--- config.mk ---
export PLATFORM = sky130hd
export DESIGN_NAME = base64_stream_encoder
export DESIGN_NICKNAME = d
export VERILOG_FILES = /design/src/rtl/b64se_pkg.sv /design/src/rtl/b64se_front.sv /design/src/rtl/b64se_queue.sv /design/src/rtl/b64se_back.sv /design/src/rtl/base64_stream_encoder.sv
export SDC_FILE = /design/constraint.sdc
export NUM_CORES = 1
export LEC_CHECK = 0
export BUFFER_PORTS_ARGS = -buffer_cell sky130_fd_sc_hd__buf_2
export CAP_MARGIN = 30
export CORE_MARGIN = 3
export CORE_UTILIZATION = 50
export DETAILED_ROUTE_END_ITERATION = 10
export PLACE_DENSITY_LB_ADDON = 0.3
export REMOVE_ABC_BUFFERS = 1
export SLEW_MARGIN = 20
export SYNTH_ARGS = -nofsm -noshare
export SYNTH_HDL_FRONTEND = slang
export SYNTH_HIERARCHICAL = 1
export SYNTH_SLANG_ARGS = --single-unit
--- constraint.sdc ---
create_clock -name clk -period 3.96 [get_ports clk]
set_clock_uncertainty 0.1 [all_clocks]
set_input_delay 0.792 -clock clk [delete_from_list [all_inputs] [get_ports clk]]
set_output_delay 0.792 -clock clk [all_outputs]
set_load 0.05 [all_outputs]
--- src/rtl/b64se_pkg.sv ---
// b64se_pkg: types, constants and the alphabet lookup for the base64 stream encoder
// no dependencies; used by every module in rtl/

package b64se_pkg;

  localparam int unsigned BYTE_W   = 8;
  localparam int unsigned SEXTET_W = 6;
  localparam int unsigned GROUP_W  = 3 * BYTE_W;
  localparam int unsigned CHARS    = 4;
  localparam int unsigned IDX_W    = 2;

  localparam logic [BYTE_W-1:0] PAD_CHAR = 8'h3D;

  typedef logic [1:0] pad_cnt_t;

  // one complete group waiting to be serialized
  typedef struct packed {
    logic [GROUP_W-1:0] group;
    pad_cnt_t           pad;
    logic               last;
  } group_t;

  // standard alphabet: A-Z, a-z, 0-9, '+', '/'
  function automatic logic [BYTE_W-1:0] b64_char(input logic [SEXTET_W-1:0] s);
    logic [BYTE_W-1:0] v;
    v = {2'b00, s};
    if (s < 6'd26) begin
      b64_char = 8'h41 + v;
    end else if (s < 6'd52) begin
      b64_char = 8'h61 + v - 8'd26;
    end else if (s < 6'd62) begin
      b64_char = 8'h30 + v - 8'd52;
    end else if (s == 6'd62) begin
      b64_char = 8'h2B;
    end else begin
      b64_char = 8'h2F;
    end
  endfunction

endpackage

--- src/rtl/b64se_front.sv ---
// b64se_front: takes raw bytes, collects them into groups of three and pushes
// finished groups (with pad count and end flag) into the queue; uses b64se_pkg

module b64se_front (
  input  logic                            clk,
  input  logic                            rst_n,
  input  logic                            in_valid,
  output logic                            in_ready,
  input  logic [b64se_pkg::BYTE_W-1:0]    in_byte,
  input  logic                            in_eom,
  input  logic                            q_full,
  output logic                            q_push,
  output b64se_pkg::group_t               q_entry,
  output logic [1:0]                      pend_cnt
);

  logic [1:0]                       cnt_r, cnt_nxt;
  logic [2*b64se_pkg::BYTE_W-1:0]   pend_r, pend_nxt;
  logic                             accept;

  assign in_ready = !q_full;
  assign accept   = in_valid && in_ready;
  assign pend_cnt = cnt_r;

  always_comb begin
    cnt_nxt         = cnt_r;
    pend_nxt        = pend_r;
    q_push          = 1'b0;
    q_entry.group   = {pend_r, in_byte};
    q_entry.pad     = 2'd0;
    q_entry.last    = in_eom;
    if (cnt_r[1]) begin
      // full group; a count of three behaves like two
      q_entry.group = {pend_r, in_byte};
      q_entry.pad   = 2'd0;
      if (accept) begin
        q_push  = 1'b1;
        cnt_nxt = 2'd0;
      end
    end else if (cnt_r == 2'd0) begin
      q_entry.group = {in_byte, {(2*b64se_pkg::BYTE_W){1'b0}}};
      q_entry.pad   = 2'd2;
      if (accept) begin
        if (in_eom) begin
          q_push = 1'b1;
        end else begin
          pend_nxt = {in_byte, {b64se_pkg::BYTE_W{1'b0}}};
          cnt_nxt  = 2'd1;
        end
      end
    end else begin
      q_entry.group = {pend_r[2*b64se_pkg::BYTE_W-1:b64se_pkg::BYTE_W], in_byte,
                       {b64se_pkg::BYTE_W{1'b0}}};
      q_entry.pad   = 2'd1;
      if (accept) begin
        if (in_eom) begin
          q_push  = 1'b1;
          cnt_nxt = 2'd0;
        end else begin
          pend_nxt = {pend_r[2*b64se_pkg::BYTE_W-1:b64se_pkg::BYTE_W], in_byte};
          cnt_nxt  = 2'd2;
        end
      end
    end
  end

  always_ff @(posedge clk) begin
    if (!rst_n) begin
      cnt_r <= 2'd0;
    end else begin
      cnt_r <= cnt_nxt;
    end
  end

  always_ff @(posedge clk) begin
    pend_r <= pend_nxt;
  end

endmodule

--- src/rtl/b64se_queue.sv ---
// b64se_queue: small first-in first-out queue of finished groups between
// the front and the back; uses b64se_pkg

module b64se_queue #(
  parameter int unsigned DEPTH = 2
) (
  input  logic              clk,
  input  logic              rst_n,
  input  logic              push,
  input  b64se_pkg::group_t push_entry,
  input  logic              pop,
  output b64se_pkg::group_t head,
  output logic              empty,
  output logic              full,
  output logic [$clog2(DEPTH+1)-1:0] level
);

  localparam int unsigned PTR_W = (DEPTH > 1) ? $clog2(DEPTH) : 1;
  localparam int unsigned CNT_W = $clog2(DEPTH+1);

  b64se_pkg::group_t  mem [DEPTH];
  logic [PTR_W-1:0]   wr_ptr_r, rd_ptr_r;
  logic [CNT_W-1:0]   cnt_r;
  logic               do_push, do_pop;

  assign empty   = (cnt_r == '0);
  assign full    = (cnt_r == CNT_W'(DEPTH));
  assign level   = cnt_r;
  assign do_push = push && !full;
  assign do_pop  = pop && !empty;
  assign head    = mem[rd_ptr_r];

  function automatic logic [PTR_W-1:0] ptr_inc(input logic [PTR_W-1:0] p);
    if (p == PTR_W'(DEPTH-1)) begin
      ptr_inc = '0;
    end else begin
      ptr_inc = p + PTR_W'(1);
    end
  endfunction

  always_ff @(posedge clk) begin
    if (do_push) begin
      mem[wr_ptr_r] <= push_entry;
    end
  end

  always_ff @(posedge clk) begin
    if (!rst_n) begin
      wr_ptr_r <= '0;
      rd_ptr_r <= '0;
      cnt_r    <= '0;
    end else begin
      if (do_push) begin
        wr_ptr_r <= ptr_inc(wr_ptr_r);
      end
      if (do_pop) begin
        rd_ptr_r <= ptr_inc(rd_ptr_r);
      end
      if (do_push && !do_pop) begin
        cnt_r <= cnt_r + CNT_W'(1);
      end else if (do_pop && !do_push) begin
        cnt_r <= cnt_r - CNT_W'(1);
      end
    end
  end

endmodule

--- src/rtl/b64se_back.sv ---
// b64se_back: pulls queued groups and sends each as four characters,
// one per cycle while out_ready is high, '=' padded; uses b64se_pkg

module b64se_back (
  input  logic                           clk,
  input  logic                           rst_n,
  input  logic                           q_empty,
  input  b64se_pkg::group_t              q_head,
  output logic                           q_pop,
  output logic                           out_valid,
  input  logic                           out_ready,
  output logic [b64se_pkg::BYTE_W-1:0]   out_char,
  output logic                           out_last
);

  b64se_pkg::group_t               cur_r;
  logic                            busy_r;
  logic [b64se_pkg::IDX_W-1:0]     idx_r;
  logic                            out_acc, last_slot;
  logic [b64se_pkg::IDX_W:0]       pos_sum;
  logic [b64se_pkg::SEXTET_W-1:0]  sextet;

  assign out_valid = busy_r;
  assign out_acc   = busy_r && out_ready;
  assign last_slot = (idx_r == b64se_pkg::IDX_W'(b64se_pkg::CHARS-1));
  assign q_pop     = !q_empty && (!busy_r || (out_acc && last_slot));

  // pad when char index + pad count reaches four
  assign pos_sum = {1'b0, idx_r} + {1'b0, cur_r.pad};

  always_comb begin
    case (idx_r)
      2'd0:    sextet = cur_r.group[23:18];
      2'd1:    sextet = cur_r.group[17:12];
      2'd2:    sextet = cur_r.group[11:6];
      default: sextet = cur_r.group[5:0];
    endcase
  end

  assign out_char = pos_sum[b64se_pkg::IDX_W] ? b64se_pkg::PAD_CHAR
                                              : b64se_pkg::b64_char(sextet);
  assign out_last = cur_r.last && last_slot;

  always_ff @(posedge clk) begin
    if (!rst_n) begin
      busy_r <= 1'b0;
      idx_r  <= '0;
    end else begin
      if (q_pop) begin
        busy_r <= 1'b1;
        idx_r  <= '0;
      end else if (out_acc) begin
        if (last_slot) begin
          busy_r <= 1'b0;
        end
        idx_r <= idx_r + b64se_pkg::IDX_W'(1);
      end
    end
  end

  always_ff @(posedge clk) begin
    if (q_pop) begin
      cur_r <= q_head;
    end
  end

endmodule

--- src/rtl/base64_stream_encoder.sv ---
// base64_stream_encoder: top level, front / queue / back of the base64 encoder
// depends on b64se_pkg, b64se_front, b64se_queue, b64se_back
//
// usage:
//   input stream: one raw byte per transaction on in_tdata, in_tlast marks
//   the final byte of a message. output stream: one ASCII character per
//   transaction on out_tdata, out_tlast on the final character of a message.
//   every third byte, or the final byte of a message, completes a group that
//   comes out as four characters; short groups end in "=" or "==".
//   a completing byte is written into the group queue, then loaded into the
//   back end (when it is free) before its first character shows; the other
//   bytes give no character. throughput: the back end sends one character
//   per cycle while out_tready is high, four per group; the input takes a
//   byte in every cycle while the group queue (QUEUE_DEPTH entries) has
//   room.
//   reset (rst_n low, synchronous) drops pending bytes, queued groups and
//   the character in flight.
//   when the receiver stalls, the current character holds; the front keeps
//   taking bytes until the queue fills, then in_tready drops.

module base64_stream_encoder #(
  parameter int unsigned QUEUE_DEPTH = 2
) (
  input  logic       clk,
  input  logic       rst_n,
  input  logic       in_tvalid,
  output logic       in_tready,
  input  logic [7:0] in_tdata,   // [7:0] data_byte
  input  logic       in_tlast,   // end_of_message
  output logic       out_tvalid,
  input  logic       out_tready,
  output logic [7:0] out_tdata,  // [7:0] char_code
  output logic       out_tlast   // last_char
);

  localparam int unsigned LVL_W = $clog2(QUEUE_DEPTH+1);

  b64se_pkg::group_t  push_entry, head;
  logic               push, pop, q_empty, q_full;
  logic [LVL_W-1:0]   q_level;
  logic [1:0]         pend_cnt;

  b64se_front u_front (
    .clk      (clk),
    .rst_n    (rst_n),
    .in_valid (in_tvalid),
    .in_ready (in_tready),
    .in_byte  (in_tdata),
    .in_eom   (in_tlast),
    .q_full   (q_full),
    .q_push   (push),
    .q_entry  (push_entry),
    .pend_cnt (pend_cnt)
  );

  b64se_queue #(
    .DEPTH (QUEUE_DEPTH)
  ) u_queue (
    .clk        (clk),
    .rst_n      (rst_n),
    .push       (push),
    .push_entry (push_entry),
    .pop        (pop),
    .head       (head),
    .empty      (q_empty),
    .full       (q_full),
    .level      (q_level)
  );

  b64se_back u_back (
    .clk       (clk),
    .rst_n     (rst_n),
    .q_empty   (q_empty),
    .q_head    (head),
    .q_pop     (pop),
    .out_valid (out_tvalid),
    .out_ready (out_tready),
    .out_char  (out_tdata),
    .out_last  (out_tlast)
  );

  // group count stays within queue capacity
  a_queue_bound: assert property (@(posedge clk) disable iff (!rst_n)
    q_level <= LVL_W'(QUEUE_DEPTH))
    else $error("group queue over capacity");

  // a full group always flushes, so three pending bytes never arise
  a_pend_bound: assert property (@(posedge clk) disable iff (!rst_n)
    pend_cnt != 2'd3)
    else $error("pending byte count reached three");

  // a group only enters the queue on an accepted input transaction
  a_push_on_accept: assert property (@(posedge clk) disable iff (!rst_n)
    push |-> (in_tvalid && in_tready))
    else $error("group pushed without input transaction");

  // a pad that is not last is followed by a final pad
  a_double_pad: assert property (@(posedge clk) disable iff (!rst_n)
    (out_tvalid && out_tready && out_tdata == b64se_pkg::PAD_CHAR && !out_tlast)
    |=> (out_tvalid && out_tdata == b64se_pkg::PAD_CHAR && out_tlast))
    else $error("first pad not followed by final pad");

endmodule

Yosys cells after proc, flatten, opt, wreduce, memory -nomap -nowiden
Memories as Yosys holds them, arrays and structs flattened. A register that Yosys moved wholly into a read port is not among the register bits.
Index checks and enable logic that the tools add are counted.
Storage, ports and cells
  memories: 1
  bits of input ports: 13
  register bits: 25
  bits in writable memories: 54
  output and inout bits: 11
  logic and storage cells: 92
Cells by class
  multiplexer cells: 33
  magnitude comparators: 3
  bitwise operators: 3
  $add $sub $neg: 11
  equality and inequality tests: 6
  reduce and logical (&&, ||, !) cells: 26
Memory list
  u_queue.mem: words 2, bits a word 27, read ports 1, clocked after Yosys merged registers in 1, write ports 1, RTL line b64se_queue.sv:21  | b64se_pkg::group_t mem [DEPTH];
Operators with widths (number)
  $mux W16: 4
  $mux W26: 2
  $mux W8: 5
  $pmux W6 S3: 1
  $add A7 B6 Y8 const A: 2
  $mux W2: 8
  $lt A6 B6 Y1 const B: 2
  $mux W1: 12
  $logic_and A1 B1 Y1: 9
  $sub A8 B5 Y8 const B: 1
  $sub A8 B6 Y8 const B: 1
  $add A6 B6 Y7 const A: 1
  $eq A2 B2 Y1 const B: 3
  $eq A6 B6 Y1 const B: 1
  $logic_not A2 Y1: 3
  $lt A6 B5 Y1 const B: 1
  $reduce_bool A2 Y1: 3
  $logic_not A1 Y1: 5
  $add A2 B1 Y2 const B: 2
  $reduce_and A2 Y1: 2
  $reduce_and A4 Y1: 1
  $add A2 B2 Y3: 1
  $mux W3: 1
  $ne A3 B2 Y1 const B: 1
  7 further kinds: 10

Logic depth before layout (Yosys ltp)
  word-level depth: 10
  mapped depth: 10
  mapped depth without buffers: 10

By module
The synthesis kept the hierarchy.
Modules (own cells, without submodules)
  b64se_queue: area an instance 2179.6 um^2, cells each 109, seq. area each 1721.7 um^2, times used 1
  b64se_back: area an instance 1537.7 um^2, cells each 121, seq. area each 870.8 um^2, times used 1
  b64se_front: area an instance 953.4 um^2, cells each 80, seq. area each 520.5 um^2, times used 1

Worst setup path after synthesis
Ideal clock, no wire load.
  path type: reg-to-output
  from: reg u_back/idx_r[0] in the netlist's numbering
  to: out out_tdata[2]
  path buffers: 0
  required time: 3.068 ns
  stages on the path, launching flop included: 10
  setup slack: 0.467 ns
  arrival time: 2.601 ns
  cells stage by stage: dfxtp_1 > inv_1 > ha_1 > a222oi_1 > mux2_4 > ha_1 > inv_1 > a31o_2 > o2111a_1 > a31oi_1
On the way
  word-level cells in the longest chain between the ends: 8
  elaborated cells on any way between the ends: 19
  those cells by class: add/sub: 6; order compare: 3; eq/ne: 3; mux: 6; reduce/logical: 1
Ends and longest elaborated chain
  start: declaration: RTL line b64se_back.sv:18  | logic [b64se_pkg::IDX_W-1:0] idx_r;
  start signal: assignment: RTL line b64se_back.sv:56  | idx_r <= idx_r + b64se_pkg::IDX_W'(1);
  $eq A2 B2 Y1 (tied with other cells): RTL line b64se_back.sv:32  | case (idx_r)
  $pmux W6 S3: RTL line b64se_back.sv:32
  $add A6 B6 Y7 or $eq A6 B6 Y1 (tied branches): RTL line b64se_pkg.sv:32, b64se_pkg.sv:33
  $sub A8 B6 Y8 or $mux W3 (tied branches): RTL line b64se_pkg.sv:32, b64se_pkg.sv:33
  $mux W8: RTL line b64se_pkg.sv:31  | end else if (s < 6'd62) begin
  $mux W8: RTL line b64se_pkg.sv:29  | end else if (s < 6'd52) begin
  $mux W8: RTL line b64se_pkg.sv:27  | if (s < 6'd26) begin
  $mux W8 (*): RTL line b64se_back.sv:40  | assign out_char = pos_sum[b64se_pkg::IDX_W] ? b64se_pkg::PAD_CHAR
  end: declaration: RTL line base64_stream_encoder.sv:32  | output logic [7:0] out_tdata,
Every way passes the cells marked *; elsewhere a longest branch is shown, timed or not.

Worst setup path in the final report
  from: reg u_back/idx_r[0] in the netlist's numbering
  to: out out_tdata[1]
On the way
  word-level cells in the longest chain between the ends: 8
  elaborated cells on any way between the ends: 17
  those cells by class: add/sub: 6; order compare: 3; eq/ne: 2; mux: 5; reduce/logical: 1
Ends and longest elaborated chain
  $eq A2 B2 Y1 (tied with other cells): RTL line b64se_back.sv:32
  $pmux W6 S3: RTL line b64se_back.sv:32
  $add A6 B6 Y7: RTL line b64se_pkg.sv:32  | b64_char = 8'h30 + v - 8'd52;
  $sub A8 B6 Y8: RTL line b64se_pkg.sv:32
  $mux W8: RTL line b64se_pkg.sv:31
  $mux W8: RTL line b64se_pkg.sv:29
  $mux W8: RTL line b64se_pkg.sv:27
  $mux W8 (*): RTL line b64se_back.sv:40
Marked as above.

==> impl_metrics.yaml <==
run_status:
  status: "finished clean"
die:
  floorplan.die_area_um2: 10500
  chip_width_um: 103
  die_height_um: 103
  initial_utilization_pct: 52.5
  floorplan.core_area_um2: 8890
  std_cell_rows: 34
  boundaryPins: 24
timing:
  timing.final.hold_violations: 0
  finalSetupTns_ns: 0
  worst_margin_pin_slew_ns: 0.840
  hold_ws_ns: 0.420
  period_needed_ns: 3.77
  setup_violations: 0
  post-route-period-util_pct: 95.1
  timing_max_transition_violations_final: 0
  achievable-frequency_mhz: 265
  grt_setup_unrepaired: "no"
  timing.max_slew.rel_slack_pct: 43.8
final_layout:
  final.fill_count: 698
  finalNetCount: 361
  syn_to_final_growth_pct: 9.56
  layout.cells.most_common: "sky130_fd_sc_hd__edfxtp_1"
  commonest_cells_after_routing_fill_and_taps_aside: "97 x sky130_fd_sc_hd__edfxtp_1, 36 x sky130_fd_sc_hd__mux2_2, 22 x sky130_fd_sc_hd__and2_1"
  multiInputGateArea_um2: 1420
  drive_gt1_share_pct: 28.1
  seqCellArea_um2: 3110
  antenna_cells_inserted: 0
  postLayoutCellArea_um2: 5120
synthesis:
  syn-mean-instance-area_um2: 15.1
  async_flop_share_pct: 0
  synth_sequential_area_ratio_pct: 66.6
  post_synth_mux_area_share_pct: 10.3
  synthSimpleGateAreaFrac_pct: 8.41
  synth.yosys.warnings: 6
  synthesis.area_um2: 4670
  synth.ff_latch_count: 107
  synth_xor_xnor_area_share_pct: 1.13
  synth_compound_area_share_pct: 8.06
  synthFlopType: "sky130_fd_sc_hd__edfxtp_1"
  post_synth_fa_ha_maj_area_fraction_pct: 2.14
  count_of_flip_flops_with_a_built_in_enable_after_synthesis: 97
  combinational_family_with_the_most_area_after_synthesis: "multiplexers"
  synthesis.instances: 310
  ys_types: 52
drt:
  detailedRoute.firstIterationViolations: 222
  drt_first_pass_iters: 5
  detail_route_met3_wl_um: 253
  antenna_violating_nets_post_route: 0
  remaining_drc_errors: 0
  top_layer_used: "met4"
  detailed_route_via_count: 2536
  route.final.wire_length_um: 7800
  routedWlPerCell_um: 17.2
  route.met2.wl_um: 3710
  detail_route.vias_per_cell: 5.60
  met1Wirelength_um: 3750
worst_setup_path:
  critPathKind: "flip-flop to output port"
  critical_path_peak_fanout: 9
  worstSetupEndpointType: "output port"
  timing.critical_path.slowest_cell_delay_ns: 0.55
  cp-start-kind: "flip-flop"
  cp_data_required_time_ns: 3.07
  critical_path_arrival_ns: 2.88
  cp_slowest_cell: "sky130_fd_sc_hd__a222oi_1"
  worstPathCellList: "inv_1, ha_1, a222oi_1, mux2i_1, o32a_1, and3_1, buf_2"
min_path:
  worstHoldPathType: "flip-flop to flip-flop"
pwr:
  p_leak_nw: 1.78
  ir_drop_mv: 0.632
  total_power_consumption_mw: 3.85
  powerDensity_nw_per_um2: 753
placement:
  dp_hpwl_um: 5110
  finalWeightedCongestion: 0.840
  place_area_um2: 4880
  port_buffers: 22
clocking:
  path_clk_slew_ns: 0.10
  cts.sinks: 107
  htree_levels: 3
  max-clock-path-buffers: 2
  cts.root.buffer_cell: "sky130_fd_sc_hd__clkbuf_8"
  tritoncts_clock_tree: "built"
  clkLatencyLatePin_ns: 0.36
  total_of_hold_buffers_inserted_after_clock_tree_synthesis: 0
  cts-buffers-inserted: 9
global_route:
  first_global_vias: 2427
  number_of_antenna_violations_at_the_first_check_in_global_routing: 0
  grt.overflow.total: 0
  grt_use_total_pct: 16.2
  grt_pass1_wl_um: 12900
  largest_net_degree_at_the_start_of_global_routing: 29
job:
  max-cap-violations: 0
-- path summary, 6_finish.rpt --
kind,start,to,slack [ns],cells past startpoint
max,u_back/idx_r[0],out_tdata[1],0.19,7
max reg2reg,u_queue/level[0],u_front/pend_r[12],1.58,4
min,u_back/out_valid,u_back/idx_r[1],0.42,2
min reg2reg,u_back/out_valid,u_back/idx_r[1],0.42,2
-- cells by family (layout without fill, tap and decap cells) --
kind of cell,after synthesis,in the layout
xor gates and xnor gates,6,6
AOI/OAI and AO/OA,49,49
muxes,42,42
other,1,1
adders and majority gates,8,8
and+or+nand+nor,68,68
DFF,107,107
buffers and inverters,29,64
-- synthesized netlist by cell type (2+ instances only) --
master	instances	area share [%]
sky130_fd_sc_hd__or3_1	2	0.27
sky130_fd_sc_hd__edfxtp_1	97	62
sky130_fd_sc_hd__a211o_1	2	0.38
sky130_fd_sc_hd__a21boi_0	2	0.32
sky130_fd_sc_hd__nor2b_1	10	1.3
sky130_fd_sc_hd__inv_1	14	1.1
sky130_fd_sc_hd__inv_2	2	0.16
sky130_fd_sc_hd__o21ai_0	6	0.64
sky130_fd_sc_hd__a222oi_1	5	1.1
sky130_fd_sc_hd__a22o_1	7	1.3
sky130_fd_sc_hd__nor3_1	2	0.21
sky130_fd_sc_hd__buf_6	2	0.48
sky130_fd_sc_hd__mux2_2	36	8.7
sky130_fd_sc_hd__nand3_1	3	0.32
sky130_fd_sc_hd__a21oi_1	3	0.32
sky130_fd_sc_hd__xnor2_1	5	0.94
sky130_fd_sc_hd__mux2_4	2	0.64
sky130_fd_sc_hd__o21a_1	3	0.48
sky130_fd_sc_hd__o21ai_1	2	0.21
sky130_fd_sc_hd__dfxtp_1	10	4.3
sky130_fd_sc_hd__and3_1	2	0.27
sky130_fd_sc_hd__ha_1	8	2.1
sky130_fd_sc_hd__nand4_1	3	0.40
sky130_fd_sc_hd__buf_2	4	0.43
sky130_fd_sc_hd__buf_4	6	0.96
sky130_fd_sc_hd__a31oi_1	5	0.67
sky130_fd_sc_hd__nor2_1	7	0.56
sky130_fd_sc_hd__and2_1	22	2.9
sky130_fd_sc_hd__nand2b_1	3	0.40
sky130_fd_sc_hd__mux2i_1	2	0.43
sky130_fd_sc_hd__o32a_1	2	0.43
sky130_fd_sc_hd__o22ai_1	2	0.27
sky130_fd_sc_hd__nand2_1	10	0.80
-- area by class of cell --
| class | instances | area share, % |
|---|---|---|
| clock buffers | 10 | 2.49 |
| clock inverters | 6 | 1.42 |
| inverters | 16 | 1.17 |
| multi-input cells | 174 | 27.7 |
| flip-flops and latches | 107 | 60.8 |
| well taps | 108 | 2.64 |
| repair buffers | 32 | 3.74 |
-- metrics by stage --
step	cells	setup slack, ns	util, %
3_5_place_dp	433	0.460	54.9
4_1_cts	449	0.0328	57.2
3_3_place_gp	432	0.446	54.8
2_1_floorplan	297	0.359	-
6_report	453	0.193	57.6
5_1_grt	453	0.00695	57.6
-- report_power, final --
part | switching (mW) | internal [mW]
sequential | 0.0956 | 1.57
clock | 0.358 | 0.301
combinational | 0.989 | 0.541
-- state kept, by name, indices dropped and copies added (netlist names), named ones only --
register          count
u_front/pend_r       16
u_queue/wr_ptr_r      1
u_back/idx_r          2
u_front/pend_cnt      2
u_back/out_valid      1
u_back/cur_r         27
u_queue/level         2
u_queue/rd_ptr_r      1
u_queue/mem          54
-- worst max-delay path, delay by kind of cell (launching register included) --
family,cells,cell delay [ns]
AO/OA/AOI/OAI,2,0.98
flip-flops,1,0.40
multiplexers,1,0.38
buffers and inverters,2,0.30
adder cells (fa/ha/maj),1,0.28
AND/OR/NAND/NOR,1,0.17
-- repair_timing --
action / in CTS / in global routing
setup endpoints to repair: 0 / 4
gates resized for setup: 0 / 2
buffers inserted: 0 / 4
-- metal layers --
layer | track usage, % | up-vias
met3 | 3.04 | 9
li1 | - | 1234
met5 | 0 | -
met2 | 25.0 | 45
met1 | 23.6 | 1248
met4 | 4.84 | 0
Note: power is estimated with default switching activity, not from simulation.
